## config.mk

```make
export PLATFORM = sky130hd
export DESIGN_NAME = bts_wrap
export DESIGN_NICKNAME = d
export VERILOG_FILES = /design/src/hw/rtl/bilinear_texture_sampler_defines.svh /design/src/hw/rtl/bts_wrap.sv
export SDC_FILE = /design/constraint.sdc
export NUM_CORES = 1
export LEC_CHECK = 0
export CAP_MARGIN = 10
export CORE_ASPECT_RATIO = 0.75
export CORE_UTILIZATION = 30
export CTS_CLUSTER_DIAMETER = 80
export DETAILED_ROUTE_END_ITERATION = 10
export DONT_BUFFER_PORTS = 1
export PLACE_DENSITY_LB_ADDON = 0.12
export SLEW_MARGIN = 20
export SYNTH_ARGS = -nofsm -noshare
export SYNTH_HDL_FRONTEND = slang
export SYNTH_SLANG_ARGS = --single-unit
```

## constraint.sdc

```tcl
create_clock -name clock -period 18.16 [get_ports clock]
set_clock_uncertainty 0.05 [all_clocks]
set_input_delay 4.54 -clock clock [delete_from_list [all_inputs] [get_ports clock]]
set_output_delay 4.54 -clock clock [all_outputs]
set_load 0.02 [all_outputs]
```

## src/hw/rtl/bilinear_texture_sampler_defines.svh

```systemverilog
// assertion macros used by the texture sampler top module
`ifndef BILINEAR_TEXTURE_SAMPLER_DEFINES_SVH
`define BILINEAR_TEXTURE_SAMPLER_DEFINES_SVH
`ifndef SYNTHESIS
`define BTS_ASSERT(lbl, clk, rst, prop) \
   lbl: assert property (@(posedge clk) disable iff (rst) (prop)) else $error("assertion failed");
`define BTS_ASSERT_NEXT(lbl, clk, rst, pre, post) \
   lbl: assert property (@(posedge clk) disable iff (rst) (pre) |=> (post)) else $error("assertion failed");
`else
`define BTS_ASSERT(lbl, clk, rst, prop)
`define BTS_ASSERT_NEXT(lbl, clk, rst, pre, post)
`endif
`endif

```

## src/hw/rtl/bts_wrap.sv

```systemverilog
// pipelined coordinate wrap: remainder by texture side or clamp, gives c and c+1
module bts_wrap #(
   parameter int CIN_W = 16,
   parameter int LW    = 7,
   parameter int CW    = 6,
   parameter int TAG_W = 1,
   parameter int STEP  = 4
) (
   input  logic                    clock,
   input  logic                    reset,
   input  logic                    en,
   input  logic                    in_vld,
   input  logic signed [CIN_W-1:0] in_coord,
   input  logic [LW-1:0]           lim,
   input  logic                    clamp,
   input  logic [TAG_W-1:0]        in_tag,
   output logic                    out_vld,
   output logic [CW-1:0]           out_c0,
   output logic [CW-1:0]           out_c1,
   output logic [TAG_W-1:0]        out_tag
);
   localparam int NST = (CIN_W + STEP - 1) / STEP;
   localparam int PW  = NST * STEP;
   localparam int RW  = LW + 1;

   function automatic logic [RW-1:0] rem_steps(logic [RW-1:0] r, logic [STEP-1:0] bits,
                                                logic [LW-1:0] d);
      logic [RW-1:0] t;
      logic [RW-1:0] acc;
      acc = r;
      for (int i = STEP - 1; i >= 0; i--) begin
         t = {acc[RW-2:0], bits[i]};
         if (t >= {1'b0, d}) begin
            t = t - {1'b0, d};
         end
         acc = t;
      end
      return acc;
   endfunction

   function automatic logic [CW-1:0] clamp_c(logic signed [CIN_W:0] c, logic signed [CIN_W:0] l);
      logic [CW-1:0] res;
      if (c < 0) begin
         res = '0;
      end else if (c >= l) begin
         res = CW'(l - 1);
      end else begin
         res = CW'(c);
      end
      return res;
   endfunction

   logic signed [CIN_W:0] coord_ext;
   logic signed [CIN_W:0] coord_abs;
   logic [PW-1:0]         mag0;

   logic                    vld_ff   [NST];
   logic signed [CIN_W-1:0] coord_ff [NST];
   logic [PW-1:0]           mag_ff   [NST];
   logic [RW-1:0]           rem_ff   [NST];
   logic [TAG_W-1:0]        tag_ff   [NST];

   logic                    src_vld   [NST];
   logic signed [CIN_W-1:0] src_coord [NST];
   logic [PW-1:0]           src_mag   [NST];
   logic [RW-1:0]           src_rem   [NST];
   logic [TAG_W-1:0]        src_tag   [NST];
   logic [RW-1:0]           rem_in    [NST];

   always_comb begin
      coord_ext = in_coord;
      coord_abs = (coord_ext < 0) ? -coord_ext : coord_ext;
      mag0      = PW'(unsigned'(coord_abs));
   end

   for (genvar s = 0; s < NST; s++) begin : g_stage
      if (s == 0) begin : g_first
         assign src_vld[s]   = in_vld;
         assign src_coord[s] = in_coord;
         assign src_mag[s]   = mag0;
         assign src_rem[s]   = '0;
         assign src_tag[s]   = in_tag;
      end else begin : g_next
         assign src_vld[s]   = vld_ff[s-1];
         assign src_coord[s] = coord_ff[s-1];
         assign src_mag[s]   = mag_ff[s-1];
         assign src_rem[s]   = rem_ff[s-1];
         assign src_tag[s]   = tag_ff[s-1];
      end

      assign rem_in[s] = rem_steps(src_rem[s], src_mag[s][PW-1-s*STEP -: STEP], lim);

      always_ff @(posedge clock) begin
         if (reset) begin
            vld_ff[s] <= 1'b0;
         end else if (en) begin
            vld_ff[s] <= src_vld[s];
         end
         if (en) begin
            coord_ff[s] <= src_coord[s];
            mag_ff[s]   <= src_mag[s];
            rem_ff[s]   <= rem_in[s];
            tag_ff[s]   <= src_tag[s];
         end
      end
   end

   logic signed [CIN_W:0] last_c;
   logic signed [CIN_W:0] last_c1;
   logic signed [CIN_W:0] lim_s;
   logic [RW-1:0]         rep0;
   logic [RW-1:0]         rep1;
   logic [CW-1:0]         c0_in;
   logic [CW-1:0]         c1_in;

   always_comb begin
      last_c  = coord_ff[NST-1];
      last_c1 = last_c + 1;
      lim_s   = $signed({{(CIN_W + 1 - LW){1'b0}}, lim});
      if (last_c < 0 && rem_ff[NST-1] != '0) begin
         rep0 = {1'b0, lim} - rem_ff[NST-1];
      end else begin
         rep0 = rem_ff[NST-1];
      end
      rep1 = (rep0 + 1'b1 == {1'b0, lim}) ? '0 : rep0 + 1'b1;
      if (clamp) begin
         c0_in = clamp_c(last_c, lim_s);
         c1_in = clamp_c(last_c1, lim_s);
      end else begin
         c0_in = CW'(rep0);
         c1_in = CW'(rep1);
      end
   end

   logic             out_vld_ff;
   logic [CW-1:0]    c0_ff;
   logic [CW-1:0]    c1_ff;
   logic [TAG_W-1:0] out_tag_ff;

   always_ff @(posedge clock) begin
      if (reset) begin
         out_vld_ff <= 1'b0;
      end else if (en) begin
         out_vld_ff <= vld_ff[NST-1];
      end
      if (en) begin
         c0_ff      <= c0_in;
         c1_ff      <= c1_in;
         out_tag_ff <= tag_ff[NST-1];
      end
   end

   assign out_vld = out_vld_ff;
   assign out_c0  = c0_ff;
   assign out_c1  = c1_ff;
   assign out_tag = out_tag_ff;
endmodule

```

---- Yosys cells after proc, flatten, opt, wreduce, memory -nomap -nowiden ----
Memories as Yosys holds them, arrays and structs flattened. A register that Yosys moved wholly into a read port is not among the register bits.
Cells that the tools add are included.
word-level totals
  memories kept ........................... 5
  memory bits (read-only) ................. 0
  output and inout port bits .............. 14
  input bits .............................. 29
  latch bits .............................. 0
  memory bits (writable) .................. 168
  word-level logic and storage cells ...... 91
  register bits after elaboration ......... 12
cells by class
  muxes and demuxes ....................... 35
  divide/modulo/power cells ............... 0
  reduce and logical (&&, ||, !) cells .... 2
  order comparisons ....................... 21
  $mul .................................... 0
  eq/ne operators ......................... 1
  bitwise logic cells ..................... 4
  add/sub/neg operators ................... 21
  shifts and indexed selects .............. 0
memories
  name      words  width  rd ports  clocked after memory_dff  write ports  line            text
  coord_ff  4      16     4         0                         4            bts_wrap.sv:58  logic signed [CIN_W-1:0] coord_ff [NST];
  mag_ff    4      16     3         0                         4            bts_wrap.sv:59  logic [PW-1:0] mag_ff [NST];
  rem_ff    4      8      4         0                         4            bts_wrap.sv:60  logic [RW-1:0] rem_ff [NST];
  tag_ff    4      1      4         1                         4            bts_wrap.sv:61  logic [TAG_W-1:0] tag_ff [NST];
  vld_ff    4      1      4         1                         4            bts_wrap.sv:57  logic vld_ff [NST];
operator list
  kind                   count
  $ge 8x7->1             15
  $mux 7                 12
  $sub 7x7->7            11
  $mux 6                 7
  $mux 8                 5
  $lt 16x1->1 const B    2
  $sub 8x7->8            4
  $add 16x2->17 const B  1
  $ge 17x8->1            1
  $lt 17x1->1 const B    1
  $ge 16x8->1            1
  $mux 16                1
  $neg 16->16            1
  $mux 1                 10
  $add 8x1->8 const B    1
  $eq 8x7->1             1
  $reduce_bool 8->1      1
  $sub 7x8->8            1
  $ge 1x7->1             1
  $sub 1x7->7            1
  $sub 6x1->6 const B    1
  $or 1x1->1             4
  $logic_and 1x1->1      1

---- Longest topological paths before layout ----
  depth after elaboration ................. 10
  depth in mapped cells ................... 42
  gate-level depth less buffers ........... 40

---- Least setup slack after synthesis ----
Ideal clock, no wire load.
  path kind ............................... input port to flip-flop
  start ................................... input lim[1]
  end ..................................... memory rem_ff[1][6] in the netlist's numbering, data pin
  buffers on the path ..................... 3
  data arrival time ....................... 12.820 ns
  data required time ...................... 17.836 ns
  stages on the path ...................... 38
  library setup time ...................... 0.274 ns
  path slack .............................. 5.016 ns
  path through ............................ inv_1 > fa_1 > a21o_1 > a21o_1 > a211oi_1 > o21bai_1 > mux2i_1 > inv_1 > ha_1 > nor2b_1 > o21ai_1 > a31oi_1 > o31a_1 > a311o_1 > clkbuf_1 > o21ai_0 > inv_1 > ha_1 > (+2 left out) > o21ai_0 > a31oi_1 > a221o_1 > mux2i_1 > clkbuf_1 > o21ai_0 > fa_1 > a21o_1 > a21oi_1 > o21bai_1 > a2111oi_0 > o21a_1 > or4bb_1 > o41a_1 > and2_1 > buf_2 > nand2_1 > o221ai_1
RTL lines
  item             line            text
  start, declared  bts_wrap.sv:14  input logic [LW-1:0] lim,
  end, declared    bts_wrap.sv:60

==> run metrics <==
result of the run=complete, no violations; CP peak stage delay=0.59 ns; GRT Overall Usage=16.2%; dominant cell by count in the synthesized netlist=edfxtp_1; Hold Path Class=reg -> reg; # setup viols final=0; EDFF count, synth=135; CP delay by family, top=simple AND/OR/NAND/NOR gates; Pins Over Slew Limit=0; Final Critical Period=13.65 ns; share of cells above drive strength 1=7.35%; initial cell density of the core=30.4%; Die Area=0.0395 mm^2; buffers and inverters on the worst path=4; Max-Cap Viols=0; initial antenna violation count=1; CP arrival=13.76 ns; CTS max path bufs=2; largest net degree at the start of global routing=135; DRC violations left=0; top cells by count, synth=edfxtp_1 (135), ha_1 (132), inv_1 (104); io pins=43; Wirelength per Cell=18.2 um; syn avg cell area=9.91 um^2; Mapped Nets=1349; GPL Wtd Cong=0.836; dominant cell type by area after synthesis=edfxtp_1; WL final=31000 um; relative slew slack=40.4%; post-synth top area share=34.9%; number of buffers created by CTS=17; Crit-path slowest cell=nor4b_1; die height=172 um; Clock Sinks=136; TritonCTS clock tree=yes; critical path startpoint category=primary input; # rows=62; sequential area share after synthesis=35.1%; via count=8725; slack of the worst reg-to-reg path=8.70 ns; FF/Latch Area=0.00407 mm^2; post-route setup TNS=0 ns; Die Wd=229 um; post-synth design cell area=0.0116 mm^2; # diodes=0; cts repair resizes=0; Netlist cell types=82; Synth-to-Final Area Change=10.6%; Final ANT Viol Nets=0; CP Data Required Time=18.27 ns; clk slew on worst S/H paths=0.06 ns; CTS HTree Levels=4; Worst-Skew Late Latency=0.44 ns; NumNets Final=1362; period utilisation layout=75.2%; postcts setup bufs=0; Peak Freq=0.0733 GHz; flop and latch count out of synthesis=136; Layout fillers=3890; Starting DRT DRC Count=565; area of the multi-input gates=0.00708 mm^2; DR pass1 iterations=5; top post-synthesis cells by area=edfxtp_1 (35%), ha_1 (14%), xnor2_1 (5.2%), inv_1 (3.4%), o21ai_0 (3.1%); GR Overflow Total=0; Slew @ Worst Pin=0.894 ns; number of global-route vias before repair=8460; Async SR Flop Fraction=0%; Worst Setup End Kind=flip-flop; routed vias/inst=5.10; Post-CTS Hold Buffers=0; Post-synth top flop=edfxtp_1; first-pass GRT wire length=48500 um; Setup CP Type=in -> reg; synth warn=0; Core Region=0.0382 mm^2; dpl hpwl=23200 um; Post-Syn Instances=1172; final hold viol count=0; top fanout value on the critical path=11; Port-buffer cells=0; clk root buf=clkbuf_16; RSZ-0062 raised after global routing=no
## layout make-up
class / instances / share of cell area (%)
Sequential cell: 136 / 31.7
Inverter: 104 / 3.04
Clock buffer: 17 / 3.31
Clock inverter: 15 / 1.29
Tap cell: 512 / 4.99
Timing Repair Buffer: 10 / 0.584
Multi-Input combinational cell: 916 / 55.1
## cells in the final DEF (no fill, tap or decap), types with 16 or more instances in the layout
cell,n
a21o_1,30
a21oi_1,70
clkbuf_16,17
edfxtp_1,135
fa_1,16
ha_1,132
inv_1,104
mux2i_1,32
nand2_1,76
nand2b_1,17
nand3_1,20
nand4_1,16
nor2_1,69
nor2b_1,27
nor3_1,19
o21ai_0,73
xnor2_1,69
xor2_1,30
## routing by layer
layer,GRT usage [%],vias up,share of wire (%)
met4,3.91,0,1.0
met5,0,-,0
met3,3.78,18,5.2
met1,23.3,4140,52
met2,24.1,175,42
li1,-,4392,-
## cell families after synthesis
group	count (synthesis)	synth area share, %
adders and majority gates	148	17.0
muxes	51	4.83
DFF	136	35.1
and+or+nand+nor	308	13.4
buffers and inverters	120	3.98
xor gates and xnor gates	99	7.47
AOI/OAI and AO/OA	310	18.2
## registers in the layout, summed over array words and instances (netlist names)
name and count:
coord_ff 64, rem_ff 29, mag_ff 21, out_c0 6, out_c1 6, tag_ff 4
vld_ff 4, out_tag 1, out_vld 1
## through the flow
stage | worst slack [ns] | hold slack, ns | util (%) | instances | cell area, um^2
6_report | 4.51 | 0.368 | 33.6 | 1710 | 12800
4_1_cts | 4.49 | 0.366 | 33.6 | 1710 | 12800
3_3_place_gp | 3.98 | 0.351 | 32.0 | 1678 | 12300
2_1_floorplan | 5.02 | 0.350 | - | 1172 | 11600
5_1_grt | 3.72 | 0.375 | 33.6 | 1710 | 12800
3_5_place_dp | 4.08 | 0.355 | 32.0 | 1678 | 12300
## final timing paths
check | from | cells past startpoint | endpoint
worst min register to register | coord_ff[1][9] | 0 | coord_ff[2][9]
worst max register to register | mag_ff[0][11] | 38 | rem_ff[1][6]
worst max-delay path | in_coord[1] | 39 | rem_ff[0][5]
worst min-delay path | coord_ff[1][9] | 0 | coord_ff[2][9]
Power is not shown: default switching activity piles up to over one toggle a cycle in this logic, so the estimate is an artifact.
